`src/hdl/rsaoa_pkg.sv`:
```
// ============================================================================
// rsaoa_pkg - ring sensor angle-of-arrival shared definitions
// Constants, control/status bundles and the elaboration-time direction
// table generator used by the controller and datapath.
// ============================================================================
package rsaoa_pkg;

    // Sensor slots addressed by the 4-bit index
    localparam int SLOTS        = 16;
    localparam int IDX_W        = 4;
    localparam int READ_W       = 16;
    localparam int ACC_W        = 37;
    localparam int VEC_W        = 21;
    localparam int AZ_W         = 17;
    localparam int CORDIC_STEPS = 32;
    localparam int STEP_W       = 5;
    localparam int CW           = 32;

    // Rotation CORDIC gain for the direction table (Q30)
    localparam longint CORDIC_GAIN = 64'sd652032874;

    // Degrees*256 per full turn, and half of it for the negative x axis
    localparam logic signed [17:0]     DEG_TURN = 18'sd92160;
    localparam logic signed [AZ_W-1:0] DEG_HALF = 17'sd46080;

    // Arc tangent table, binary angle with 2^32 per turn
    localparam logic [CW-1:0] ARC_TABLE [CORDIC_STEPS] = '{
        32'h20000000, 32'h12E4051E, 32'h09FB385B, 32'h051111D4, 32'h028B0D43,
        32'h0145D7E1, 32'h00A2F61E, 32'h00517C55, 32'h0028BE53, 32'h00145F2F,
        32'h000A2F98, 32'h000517CC, 32'h00028BE6, 32'h000145F3, 32'h0000A2FA,
        32'h0000517D, 32'h000028BE, 32'h0000145F, 32'h00000A30, 32'h00000518,
        32'h0000028C, 32'h00000146, 32'h000000A3, 32'h00000051, 32'h00000029,
        32'h00000014, 32'h0000000A, 32'h00000005, 32'h00000003, 32'h00000001,
        32'h00000001, 32'h00000000
    };

    // Controller to datapath commands
    typedef struct packed {
        logic take;         // input item accepted this cycle
        logic sat_load;     // report vector from accumulators, clear them
        logic cordic_init;  // load vectoring CORDIC from reported vector
        logic cordic_step;  // one CORDIC iteration
        logic mult;         // scale angle to degrees*256
        logic out_load;     // load output register
    } rsaoa_cmd_t;

    // Datapath to controller status
    typedef struct packed {
        logic acc_done;     // last item of a measure frame is summed
        logic cordic_last;  // final CORDIC iteration in progress
    } rsaoa_sts_t;

    // Q1.15 {sin, cos} of a binary angle, used only at elaboration
    function automatic logic [31:0] rsaoa_dir_entry(input logic [CW-1:0] turn_in);
        logic [CW-1:0] turn;
        logic          flip;
        longint        x;
        longint        y;
        longint        z;
        longint        nx;
        longint        xs;
        longint        ys;
        longint        rc;
        longint        rs;
        turn = turn_in;
        flip = (turn >= 32'h4000_0000) && (turn < 32'hC000_0000);
        if (flip)
            turn = turn - 32'h8000_0000;
        x = CORDIC_GAIN;
        y = 64'sd0;
        z = longint'(signed'(turn));
        for (int k = 0; k < CORDIC_STEPS; k++)
        begin
            xs = x >>> k;
            ys = y >>> k;
            if (z >= 0)
            begin
                nx = x - ys;
                y  = y + xs;
                z  = z - longint'(64'(ARC_TABLE[k]));
            end
            else
            begin
                nx = x + ys;
                y  = y - xs;
                z  = z + longint'(64'(ARC_TABLE[k]));
            end
            x = nx;
        end
        if (flip)
        begin
            x = -x;
            y = -y;
        end
        rc = (x + 64'sd16384) >>> 15;
        rs = (y + 64'sd16384) >>> 15;
        if (rc > 64'sd32767)  rc = 64'sd32767;
        if (rc < -64'sd32768) rc = -64'sd32768;
        if (rs > 64'sd32767)  rs = 64'sd32767;
        if (rs < -64'sd32768) rs = -64'sd32768;
        return {rs[15:0], rc[15:0]};
    endfunction

endpackage

```
`src/hdl/ring_sensor_angle_of_arrival_top.sv`:
```
// ============================================================================
// ring_sensor_angle_of_arrival_top - ring array direction finder
// Per-sensor baselines, weighted vector sum and CORDIC azimuth per frame.
// ============================================================================
// Usage:
//   Input stream: one reading per item. tuser = 0 stores the reading as the
//   sensor's baseline, tuser = 1 measures it. tlast marks the last item of
//   a frame. Indexes at or above SENSOR_COUNT are ignored.
//   Output stream: one item per measure frame, issued for the measure item
//   with tlast set: azimuth in degrees*256, reported x/y vector, and a
//   zero-vector flag on tuser.
// Timing:
//   Within a frame one item is taken per cycle (3-stage multiply-accumulate).
//   After the closing measure item the input stalls while the accumulate
//   pipeline drains, the vector is reported and loaded, the vectoring CORDIC
//   runs its 32 iterations, and the angle is scaled and the result loaded.
//   A waiting result sits in the output register while the next frame is
//   taken; the new result and the input then hold until the old one is taken.
// Reset: baselines and accumulators clear to zero, no result pending.
// ============================================================================
module ring_sensor_angle_of_arrival_top
    import rsaoa_pkg::*;
#(
    parameter int SENSOR_COUNT = 16
)
(
    input  logic        clk,
    input  logic        rst_n,
    input  logic        s_axis_tvalid,
    output logic        s_axis_tready,
    input  logic [23:0] s_axis_tdata,   // [3:0] sensor_index, [19:4] adc_reading
    input  logic        s_axis_tuser,   // req_type
    input  logic        s_axis_tlast,   // frame_last
    output logic        m_axis_tvalid,
    input  logic        m_axis_tready,
    output logic [63:0] m_axis_tdata,   // [16:0] azimuth_deg, [37:17] vector_x,
                                        // [58:38] vector_y
    output logic        m_axis_tuser    // vector_zero
);

    rsaoa_cmd_t cmd;
    rsaoa_sts_t sts;

    // Sequencer
    rsaoa_ctrl u_ctrl (
        .clk           (clk),
        .rst_n         (rst_n),
        .s_axis_tvalid (s_axis_tvalid),
        .s_axis_tuser  (s_axis_tuser),
        .s_axis_tlast  (s_axis_tlast),
        .s_axis_tready (s_axis_tready),
        .m_axis_tvalid (m_axis_tvalid),
        .m_axis_tready (m_axis_tready),
        .cmd           (cmd),
        .sts           (sts)
    );

    // Datapath
    rsaoa_dp #(
        .SENSOR_COUNT (SENSOR_COUNT)
    ) u_dp (
        .clk          (clk),
        .rst_n        (rst_n),
        .s_axis_tdata (s_axis_tdata),
        .s_axis_tuser (s_axis_tuser),
        .s_axis_tlast (s_axis_tlast),
        .m_axis_tdata (m_axis_tdata),
        .m_axis_tuser (m_axis_tuser),
        .cmd          (cmd),
        .sts          (sts)
    );

endmodule

```
`src/hdl/rsaoa_ctrl.sv`:
```
// ============================================================================
// rsaoa_ctrl - frame sequencer
// Gates input acceptance, steps the datapath through reporting, the CORDIC
// and the angle scaling, and owns the output valid flag.
// ============================================================================
module rsaoa_ctrl
    import rsaoa_pkg::*;
(
    input  logic       clk,
    input  logic       rst_n,
    input  logic       s_axis_tvalid,
    input  logic       s_axis_tuser,
    input  logic       s_axis_tlast,
    output logic       s_axis_tready,
    output logic       m_axis_tvalid,
    input  logic       m_axis_tready,
    output rsaoa_cmd_t cmd,
    input  rsaoa_sts_t sts
);

    typedef enum logic [6:0] {
        ST_ACCUM = 7'b0000001,
        ST_DRAIN = 7'b0000010,
        ST_SAT   = 7'b0000100,
        ST_INIT  = 7'b0001000,
        ST_ITER  = 7'b0010000,
        ST_MULT  = 7'b0100000,
        ST_PUSH  = 7'b1000000
    } state_t;

    state_t state_reg;
    state_t state_next;
    logic   valid_reg;
    logic   valid_next;
    logic   out_free;
    logic   frame_end;

    assign s_axis_tready = (state_reg == ST_ACCUM);
    assign m_axis_tvalid = valid_reg;
    assign out_free      = !valid_reg || m_axis_tready;
    assign frame_end     = cmd.take && s_axis_tuser && s_axis_tlast;

    // Commands
    always_comb
    begin
        cmd             = '0;
        cmd.take        = (state_reg == ST_ACCUM) && s_axis_tvalid;
        cmd.sat_load    = (state_reg == ST_SAT);
        cmd.cordic_init = (state_reg == ST_INIT);
        cmd.cordic_step = (state_reg == ST_ITER);
        cmd.mult        = (state_reg == ST_MULT);
        cmd.out_load    = (state_reg == ST_PUSH) && out_free;
    end

    // Next state
    always_comb
    begin
        state_next = state_reg;
        unique case (state_reg)
            ST_ACCUM: if (frame_end)        state_next = ST_DRAIN;
            ST_DRAIN: if (sts.acc_done)     state_next = ST_SAT;
            ST_SAT:                         state_next = ST_INIT;
            ST_INIT:                        state_next = ST_ITER;
            ST_ITER:  if (sts.cordic_last)  state_next = ST_MULT;
            ST_MULT:                        state_next = ST_PUSH;
            ST_PUSH:  if (out_free)         state_next = ST_ACCUM;
            default:                        state_next = ST_ACCUM;
        endcase
    end

    // Output valid: set on load, dropped when taken
    always_comb
    begin
        if (cmd.out_load)
            valid_next = 1'b1;
        else if (m_axis_tready)
            valid_next = 1'b0;
        else
            valid_next = valid_reg;
    end

    always_ff @(posedge clk or negedge rst_n)
    begin
        if (!rst_n)
        begin
            state_reg <= ST_ACCUM;
            valid_reg <= 1'b0;
        end
        else
        begin
            state_reg <= state_next;
            valid_reg <= valid_next;
        end
    end

endmodule

```
`src/hdl/rsaoa_dp.sv`:
```
// ============================================================================
// rsaoa_dp - angle-of-arrival datapath
// Baseline registers, three-stage weighted accumulate, vector reporting,
// iterative vectoring CORDIC, degree scaling and the output register.
// ============================================================================
module rsaoa_dp
    import rsaoa_pkg::*;
#(
    parameter int SENSOR_COUNT = 16
)
(
    input  logic        clk,
    input  logic        rst_n,
    input  logic [23:0] s_axis_tdata,   // [3:0] sensor_index, [19:4] adc_reading
    input  logic        s_axis_tuser,   // req_type
    input  logic        s_axis_tlast,   // frame_last
    output logic [63:0] m_axis_tdata,   // [16:0] azimuth_deg, [37:17] vector_x,
                                        // [58:38] vector_y
    output logic        m_axis_tuser,   // vector_zero
    input  rsaoa_cmd_t  cmd,
    output rsaoa_sts_t  sts
);

    localparam logic [6:0] IDX_LIMIT = 7'(SENSOR_COUNT);
    localparam logic signed [21:0] SH_MAX = 22'sd1048575;
    localparam logic signed [21:0] SH_MIN = -22'sd1048576;
    localparam logic signed [49:0] ROUND_HALF = 50'sd2147483648;

    // Direction table, fixed at elaboration
    logic signed [15:0] cos_tab [SLOTS];
    logic signed [15:0] sin_tab [SLOTS];

    for (genvar i = 0; i < SLOTS; i++)
    begin : g_dir
        localparam logic [63:0] TURN = (64'(i) << 32) / 64'(SENSOR_COUNT);
        localparam logic [31:0] CS   = (i < SENSOR_COUNT) ?
                                       rsaoa_dir_entry(TURN[31:0]) : 32'd0;
        assign cos_tab[i] = CS[15:0];
        assign sin_tab[i] = CS[31:16];
    end

    // Saturate a floor-shifted accumulator to the reported width
    function automatic logic signed [VEC_W-1:0] sat_vec(input logic signed [ACC_W-1:0] a);
        logic signed [21:0] sh;
        sh = a[ACC_W-1:15];
        if (sh > SH_MAX)
            return SH_MAX[VEC_W-1:0];
        else if (sh < SH_MIN)
            return SH_MIN[VEC_W-1:0];
        else
            return sh[VEC_W-1:0];
    endfunction

    logic [IDX_W-1:0]  in_idx;
    logic [READ_W-1:0] in_reading;
    logic [READ_W-1:0] base_rd;
    logic              idx_ok;
    logic              hit;

    logic [READ_W-1:0] base_reg [SLOTS];

    logic                     s1_hit_reg;
    logic                     s1_last_reg;
    logic [READ_W-1:0]        s1_diff_reg;
    logic signed [15:0]       s1_cos_reg;
    logic signed [15:0]       s1_sin_reg;
    logic                     s2_hit_reg;
    logic                     s2_last_reg;
    logic signed [32:0]       s2_px_reg;
    logic signed [32:0]       s2_py_reg;
    logic                     s3_last_reg;
    logic signed [ACC_W-1:0]  acc_x_reg;
    logic signed [ACC_W-1:0]  acc_y_reg;

    logic signed [VEC_W-1:0]  vx_reg;
    logic signed [VEC_W-1:0]  vy_reg;
    logic                     zero_reg;
    logic                     axis_reg;
    logic signed [CW-1:0]     cx_reg;
    logic signed [CW-1:0]     cy_reg;
    logic [CW-1:0]            cz_reg;
    logic [STEP_W-1:0]        step_reg;
    logic signed [CW-1:0]     x0;
    logic signed [CW-1:0]     y0;
    logic signed [CW-1:0]     xs;
    logic signed [CW-1:0]     ys;
    logic signed [49:0]       prod_reg;
    logic signed [49:0]       round_sum;
    logic signed [AZ_W-1:0]   az_next;

    logic signed [AZ_W-1:0]   az_reg;
    logic signed [VEC_W-1:0]  ox_reg;
    logic signed [VEC_W-1:0]  oy_reg;
    logic                     oz_reg;

    // Input decode and baseline lookup
    assign in_idx     = s_axis_tdata[IDX_W-1:0];
    assign in_reading = s_axis_tdata[IDX_W+READ_W-1:IDX_W];
    assign base_rd    = base_reg[in_idx];
    assign idx_ok     = {3'b000, in_idx} < IDX_LIMIT;
    assign hit        = cmd.take && s_axis_tuser && idx_ok && (in_reading > base_rd);

    // Baseline registers
    always_ff @(posedge clk or negedge rst_n)
    begin
        if (!rst_n)
        begin
            for (int i = 0; i < SLOTS; i++)
                base_reg[i] <= '0;
        end
        else if (cmd.take && !s_axis_tuser && idx_ok)
        begin
            base_reg[in_idx] <= in_reading;
        end
    end

    // Accumulate pipeline control
    always_ff @(posedge clk or negedge rst_n)
    begin
        if (!rst_n)
        begin
            s1_hit_reg  <= 1'b0;
            s1_last_reg <= 1'b0;
            s2_hit_reg  <= 1'b0;
            s2_last_reg <= 1'b0;
            s3_last_reg <= 1'b0;
        end
        else
        begin
            s1_hit_reg  <= hit;
            s1_last_reg <= cmd.take && s_axis_tuser && s_axis_tlast;
            s2_hit_reg  <= s1_hit_reg;
            s2_last_reg <= s1_last_reg;
            s3_last_reg <= s2_last_reg;
        end
    end

    // Difference and weights, then products
    always_ff @(posedge clk)
    begin
        s1_diff_reg <= in_reading - base_rd;
        s1_cos_reg  <= cos_tab[in_idx];
        s1_sin_reg  <= sin_tab[in_idx];
        s2_px_reg   <= signed'({1'b0, s1_diff_reg}) * s1_cos_reg;
        s2_py_reg   <= signed'({1'b0, s1_diff_reg}) * s1_sin_reg;
    end

    // Accumulators, cleared once the frame is reported
    always_ff @(posedge clk or negedge rst_n)
    begin
        if (!rst_n)
        begin
            acc_x_reg <= '0;
            acc_y_reg <= '0;
        end
        else if (cmd.sat_load)
        begin
            acc_x_reg <= '0;
            acc_y_reg <= '0;
        end
        else if (s2_hit_reg)
        begin
            acc_x_reg <= acc_x_reg + ACC_W'(s2_px_reg);
            acc_y_reg <= acc_y_reg + ACC_W'(s2_py_reg);
        end
    end

    assign sts.acc_done    = s3_last_reg;
    assign sts.cordic_last = (step_reg == STEP_W'(CORDIC_STEPS - 1));

    // Reported vector
    always_ff @(posedge clk)
    begin
        if (cmd.sat_load)
        begin
            vx_reg <= sat_vec(acc_x_reg);
            vy_reg <= sat_vec(acc_y_reg);
        end
    end

    // CORDIC start values: vector times 256
    assign x0 = {{3{vx_reg[VEC_W-1]}}, vx_reg, 8'h00};
    assign y0 = {{3{vy_reg[VEC_W-1]}}, vy_reg, 8'h00};
    assign xs = cx_reg >>> step_reg;
    assign ys = cy_reg >>> step_reg;

    // Vectoring CORDIC, one iteration per cycle
    always_ff @(posedge clk)
    begin
        if (cmd.cordic_init)
        begin
            zero_reg <= (vx_reg == '0) && (vy_reg == '0);
            axis_reg <= (vy_reg == '0) && vx_reg[VEC_W-1];
            if (vx_reg[VEC_W-1])
            begin
                cx_reg <= -x0;
                cy_reg <= -y0;
                cz_reg <= 32'h8000_0000;
            end
            else
            begin
                cx_reg <= x0;
                cy_reg <= y0;
                cz_reg <= '0;
            end
        end
        else if (cmd.cordic_step)
        begin
            if (cy_reg > 0)
            begin
                cx_reg <= cx_reg + ys;
                cy_reg <= cy_reg - xs;
                cz_reg <= cz_reg + ARC_TABLE[step_reg];
            end
            else
            begin
                cx_reg <= cx_reg - ys;
                cy_reg <= cy_reg + xs;
                cz_reg <= cz_reg - ARC_TABLE[step_reg];
            end
        end
    end

    // Iteration counter
    always_ff @(posedge clk or negedge rst_n)
    begin
        if (!rst_n)
            step_reg <= '0;
        else if (cmd.cordic_init)
            step_reg <= '0;
        else if (cmd.cordic_step)
            step_reg <= step_reg + 1'b1;
    end

    // Angle to degrees*256
    always_ff @(posedge clk)
    begin
        if (cmd.mult)
            prod_reg <= signed'(cz_reg) * DEG_TURN;
    end

    // Round half up, special cases for zero vector and negative x axis
    assign round_sum = prod_reg + ROUND_HALF;

    always_comb
    begin
        if (zero_reg)
            az_next = '0;
        else if (axis_reg)
            az_next = DEG_HALF;
        else
            az_next = round_sum[48:32];
    end

    // Output register
    always_ff @(posedge clk)
    begin
        if (cmd.out_load)
        begin
            az_reg <= az_next;
            ox_reg <= vx_reg;
            oy_reg <= vy_reg;
            oz_reg <= zero_reg;
        end
    end

    assign m_axis_tdata = {5'b00000, oy_reg, ox_reg, az_reg};
    assign m_axis_tuser = oz_reg;

endmodule

```
`config.mk`:
```
export PLATFORM = sky130hd
export DESIGN_NAME = ring_sensor_angle_of_arrival_top
export DESIGN_NICKNAME = d
export VERILOG_FILES = /design/src/hdl/rsaoa_pkg.sv /design/src/hdl/ring_sensor_angle_of_arrival_top.sv /design/src/hdl/rsaoa_ctrl.sv /design/src/hdl/rsaoa_dp.sv
export SDC_FILE = /design/constraint.sdc
export NUM_CORES = 2
export LEC_CHECK = 0
export BUFFER_PORTS_ARGS = -buffer_cell sky130_fd_sc_hd__buf_4
export CAP_MARGIN = 20
export CORE_MARGIN = 2
export CORE_UTILIZATION = 65
export CTS_CLUSTER_SIZE = 8
export DETAILED_ROUTE_END_ITERATION = 7
export PLACE_DENSITY = 0.82
export SYNTH_ARGS = -nofsm -noshare
export SYNTH_HDL_FRONTEND = slang
export SYNTH_SLANG_ARGS = --single-unit
export TNS_END_PERCENT = 50
```
`constraint.sdc`:
```
create_clock -name clk -period 10.6 [get_ports clk]
set_input_delay 1.06 -clock clk [delete_from_list [all_inputs] [get_ports clk]]
set_output_delay 1.06 -clock clk [all_outputs]
set_load 0.05 [all_outputs]
```
==> flow_summary_export.csv <==
group,metric,value,unit
routing,num_vias,47145,
job,drv_cap,0,
logic_synthesis,synthTopCellsByArea,"fa_1 15%, dfrtp_1 14%, ha_1 11%, edfxtp_1 10%, mux4_2 5.5%",
placed_design,placed_cells,7398,
routing,antenna_left,0,
routing,vias_per_cell,6.220,
clock_network,ctsResizeCount,0,
global_routing,busiest_layer,"met2",
logic_synthesis,synth_cell_types,113,
placed_design,dpl_worst_slack,2.959,ns
setup_path,required,11.00,ns
global_routing,globalRouteMet3Util,4.809,%
sta,fmaxAchievable,0.1285,GHz
logic_synthesis,avgSynthCellArea,10.02,um2
die,row_count,113,
die,io-pin-count,97,
routing,dr.pass1.iters,6,
setup_path,critPathSlowestCell,"dfrtp_4",
global_routing,grt_pass1_vias,48371,
layout,drive_gt1_share,12.36,%
sta,setup_slack,2.818,ns
sta,worstMarginPinSlew,1.109,ns
clock_network,cts.clk_slew.worst_paths,0.05,ns
layout,fin_nets,7260,
hold_path,hold_depth,0,
die,die_height,314.1,um
setup_path,startpoint_type,"flip-flop",
logic_synthesis,synth_cells,6238,
setup_path,critPathTopFamily,"compound AO/OA/AOI/OAI gates",
run_status,status,"complete, no violations",
placed_design,post-dp-hpwl,113.2,mm
logic_synthesis,synth_flop_cell,"dfrtp_1",
logic_synthesis,netlist_area,0.06252,mm2
logic_synthesis,synth.top_cell.area_share,14.50,%
setup_path,crit_top_cell,"a21oi_1",
sta,min_period,7.782,ns
die,start_util,65.71,%
layout,area_delta_synth_final,7.436,%
global_routing,grt_pass1_wl,252.6,mm
clock_network,hold_buffers,0,
setup_path,crit_cells,24,
clock_network,cts_num_sinks,672,
routing,wl,156.1,mm
global_routing,grt_overflow,0,
setup_path,worstPathArrival,8.18,ns
setup_path,path_cells,"buf_4 > mux2_1 > mux4_2 > a221oi_2 > ha_1 > inv_1 > or4b_4 > nor3_4 > and2_4 > a21oi_1 > nor2_1 > o21ai_1 > o311a_1 > ha_1 > a21o_1 > a21o_1 > a21oi_1 > o21ai_0 > a21oi_1 > o21ai_0 > a221o_1 > a21oi_1 > xnor2_1 > nor2_1",
die,dieArea,0.09869,mm2
setup_path,worstSetupPathType,"flip-flop to flip-flop",
logic_synthesis,ys_ff_latch,672,
placed_design,io_buffers,87,
sta,timing.hold.ws,0.3469,ns
clock_network,post-cts-setup-buffers,0,
sta,slew_headroom,26.08,%
sta,finalSetupViolations,0,
die,core-area,0.09515,mm2
global_routing,met1_usage,41.35,%
logic_synthesis,synth.largest_area_cell,"fa_1",
sta,drv_slew,0,
global_routing,grt_usage,32.00,%
clock_network,cts_tree,"built",
routing,drtIter0Drc,4385,
clock_network,cts_root_buffer,"clkbuf_16",
global_routing,met2_usage,53.95,%
clock_network,h-tree-depth,3,
sta,fin_tns_setup,0,ns
setup_path,r2r_cells,24,
setup_path,critPathMaxStageDelay,1.12,ns
routing,wire_per_inst,20.59,um
logic_synthesis,ys_async_sr_fraction,51.79,%
layout,final_cells,7579,
logic_synthesis,synth_seq_area_share,27.79,%
clock_network,cts_buffer_depth,3,
global_routing,antenna_found_initial,3,
logic_synthesis,ys_warn_count,0,
clock_network,numCtsBuffers,95,
sta,clock_skew,0.06981,ns
sta,hold_viol_final,0,
routing,drc_errors,0,
placed_design,gp_congestion,0.9927,
setup_path,crit_fanout,74,
logic_synthesis,synthTopCellsByCount,"784 x inv_1, 544 x ha_1, 495 x nand2_1",
global_routing,grt_max_degree,159,
logic_synthesis,synth_enable_flop_cells,218,
logic_synthesis,synth.most_common_cell,"inv_1",
die,die_w,314.1,um
sta,layout_worst_path_cycle_share,73.42,%
setup_path,crit_buf_inv,2,
setup_path,end_kind,"flip-flop",
hold_path,hold_class,"flip-flop to flip-flop",
clock_network,clk_latency,0.70,ns
layout,largest_reg_flops,256,
sta,rsz0062_at_grt,"false",
cell usage in the layout, fill, tap and decap left out, drive strengths merged, types with 22 or more instances in the layout:
cell and n:
o31ai 33, nor2b 47, fa 453, nand2b 68
xor2 142, a31oi 38, nand4 29, nor4 27
a211oi 43, inv 787, o21ai 263, nand2 496
edfxtp 218, dfxtp 106, dfrtp 347, and3 33
mux2i 113, o21a 39, o21bai 22, xnor2 206
nand3 76, buf 151, nor2 445, a21o 104
clkbuf 167, mux2 290, and2 185, mux4 158
nor3 68, a21oi 278, ha 544
worst register-to-register path: stages (launching register included):
cell      delay, ns
dfrtp_4        1.12
buf_4          0.58
mux2_1         0.42
mux4_2         0.52
a221oi_2       0.41
ha_1           0.28
inv_1          0.06
or4b_4         0.56
nor3_4         0.33
and2_4         0.25
a21oi_1        0.07
nor2_1         0.12
o21ai_1        0.07
o311a_1        0.20
ha_1           0.39
a21o_1         0.19
a21o_1         0.17
a21oi_1        0.14
o21ai_0        0.11
a21oi_1        0.41
o21ai_0        0.37
a221o_1        0.41
a21oi_1        0.18
xnor2_1        0.14
nor2_1         0.05
final cells by class:
type / instances / area (um2)
multi-input combinational: 4522 / 41150
sequential: 672 / 17390
fill: 6641 / 27980
antenna: 2 / 5.005
inverter: 791 / 2969
clock buffer: 167 / 2678
clock inverter: 9 / 206.4
tap: 1265 / 1583
timing repair buffer: 151 / 1194
kinds of logic after synthesis:
| family | after synthesis | share of synthesized area [%] |
|---|---|---|
| xor+xnor | 348 | 4.875 |
| mux | 561 | 12.77 |
| flops | 672 | 27.79 |
| compound gates | 1029 | 10.55 |
| fa+ha+maj | 997 | 25.39 |
| buf+inv | 1048 | 6.486 |
| simple gates | 1582 | 12.13 |
| other cells | 1 | 0.005998 |
routing by layer:
metal | wire [um] | vias to the layer above
met2 | 76520 | 1984
met1 | 61580 | 23258
met4 | 6594 | 2
met5 | 13 | -
li1 | - | 21421
met3 | 11340 | 480
stage by stage:
| stage | utilization, % | instance area (um2) |
|---|---|---|
| 4_1_cts | 70.52 | 67110 |
| 5_1_grt | 70.59 | 67170 |
| 6_report | 70.60 | 67170 |
| 3_3_place_gp | 67.49 | 64220 |
| 3_5_place_dp | 67.49 | 64220 |
| 2_1_floorplan | - | 62540 |
worst paths after layout:
check | endpoint | from | slack (ns)
min in group asynchronous | u_dp.base_reg[68]$_DFFE_PN0P_ | rst_n | 0.46
max | u_dp.cx_reg[31]$_DFFE_PP_ | u_dp.step_reg[0]$_DFFE_PN0P_ | 2.82
max in group asynchronous | u_dp.acc_y_reg[17]$_DFFE_PN0P_ | rst_n | 7.90
min | u_dp.s3_last_reg$_DFF_PN0_ | u_dp.s2_last_reg$_DFF_PN0_ | 0.35
min reg2reg | u_dp.s3_last_reg$_DFF_PN0_ | u_dp.s2_last_reg$_DFF_PN0_ | 0.35
max reg2reg | u_dp.cx_reg[31]$_DFFE_PP_ | u_dp.step_reg[0]$_DFFE_PN0P_ | 2.82
Power is not shown: default switching activity piles up to over one toggle a cycle in this logic, so the estimate is an artifact.
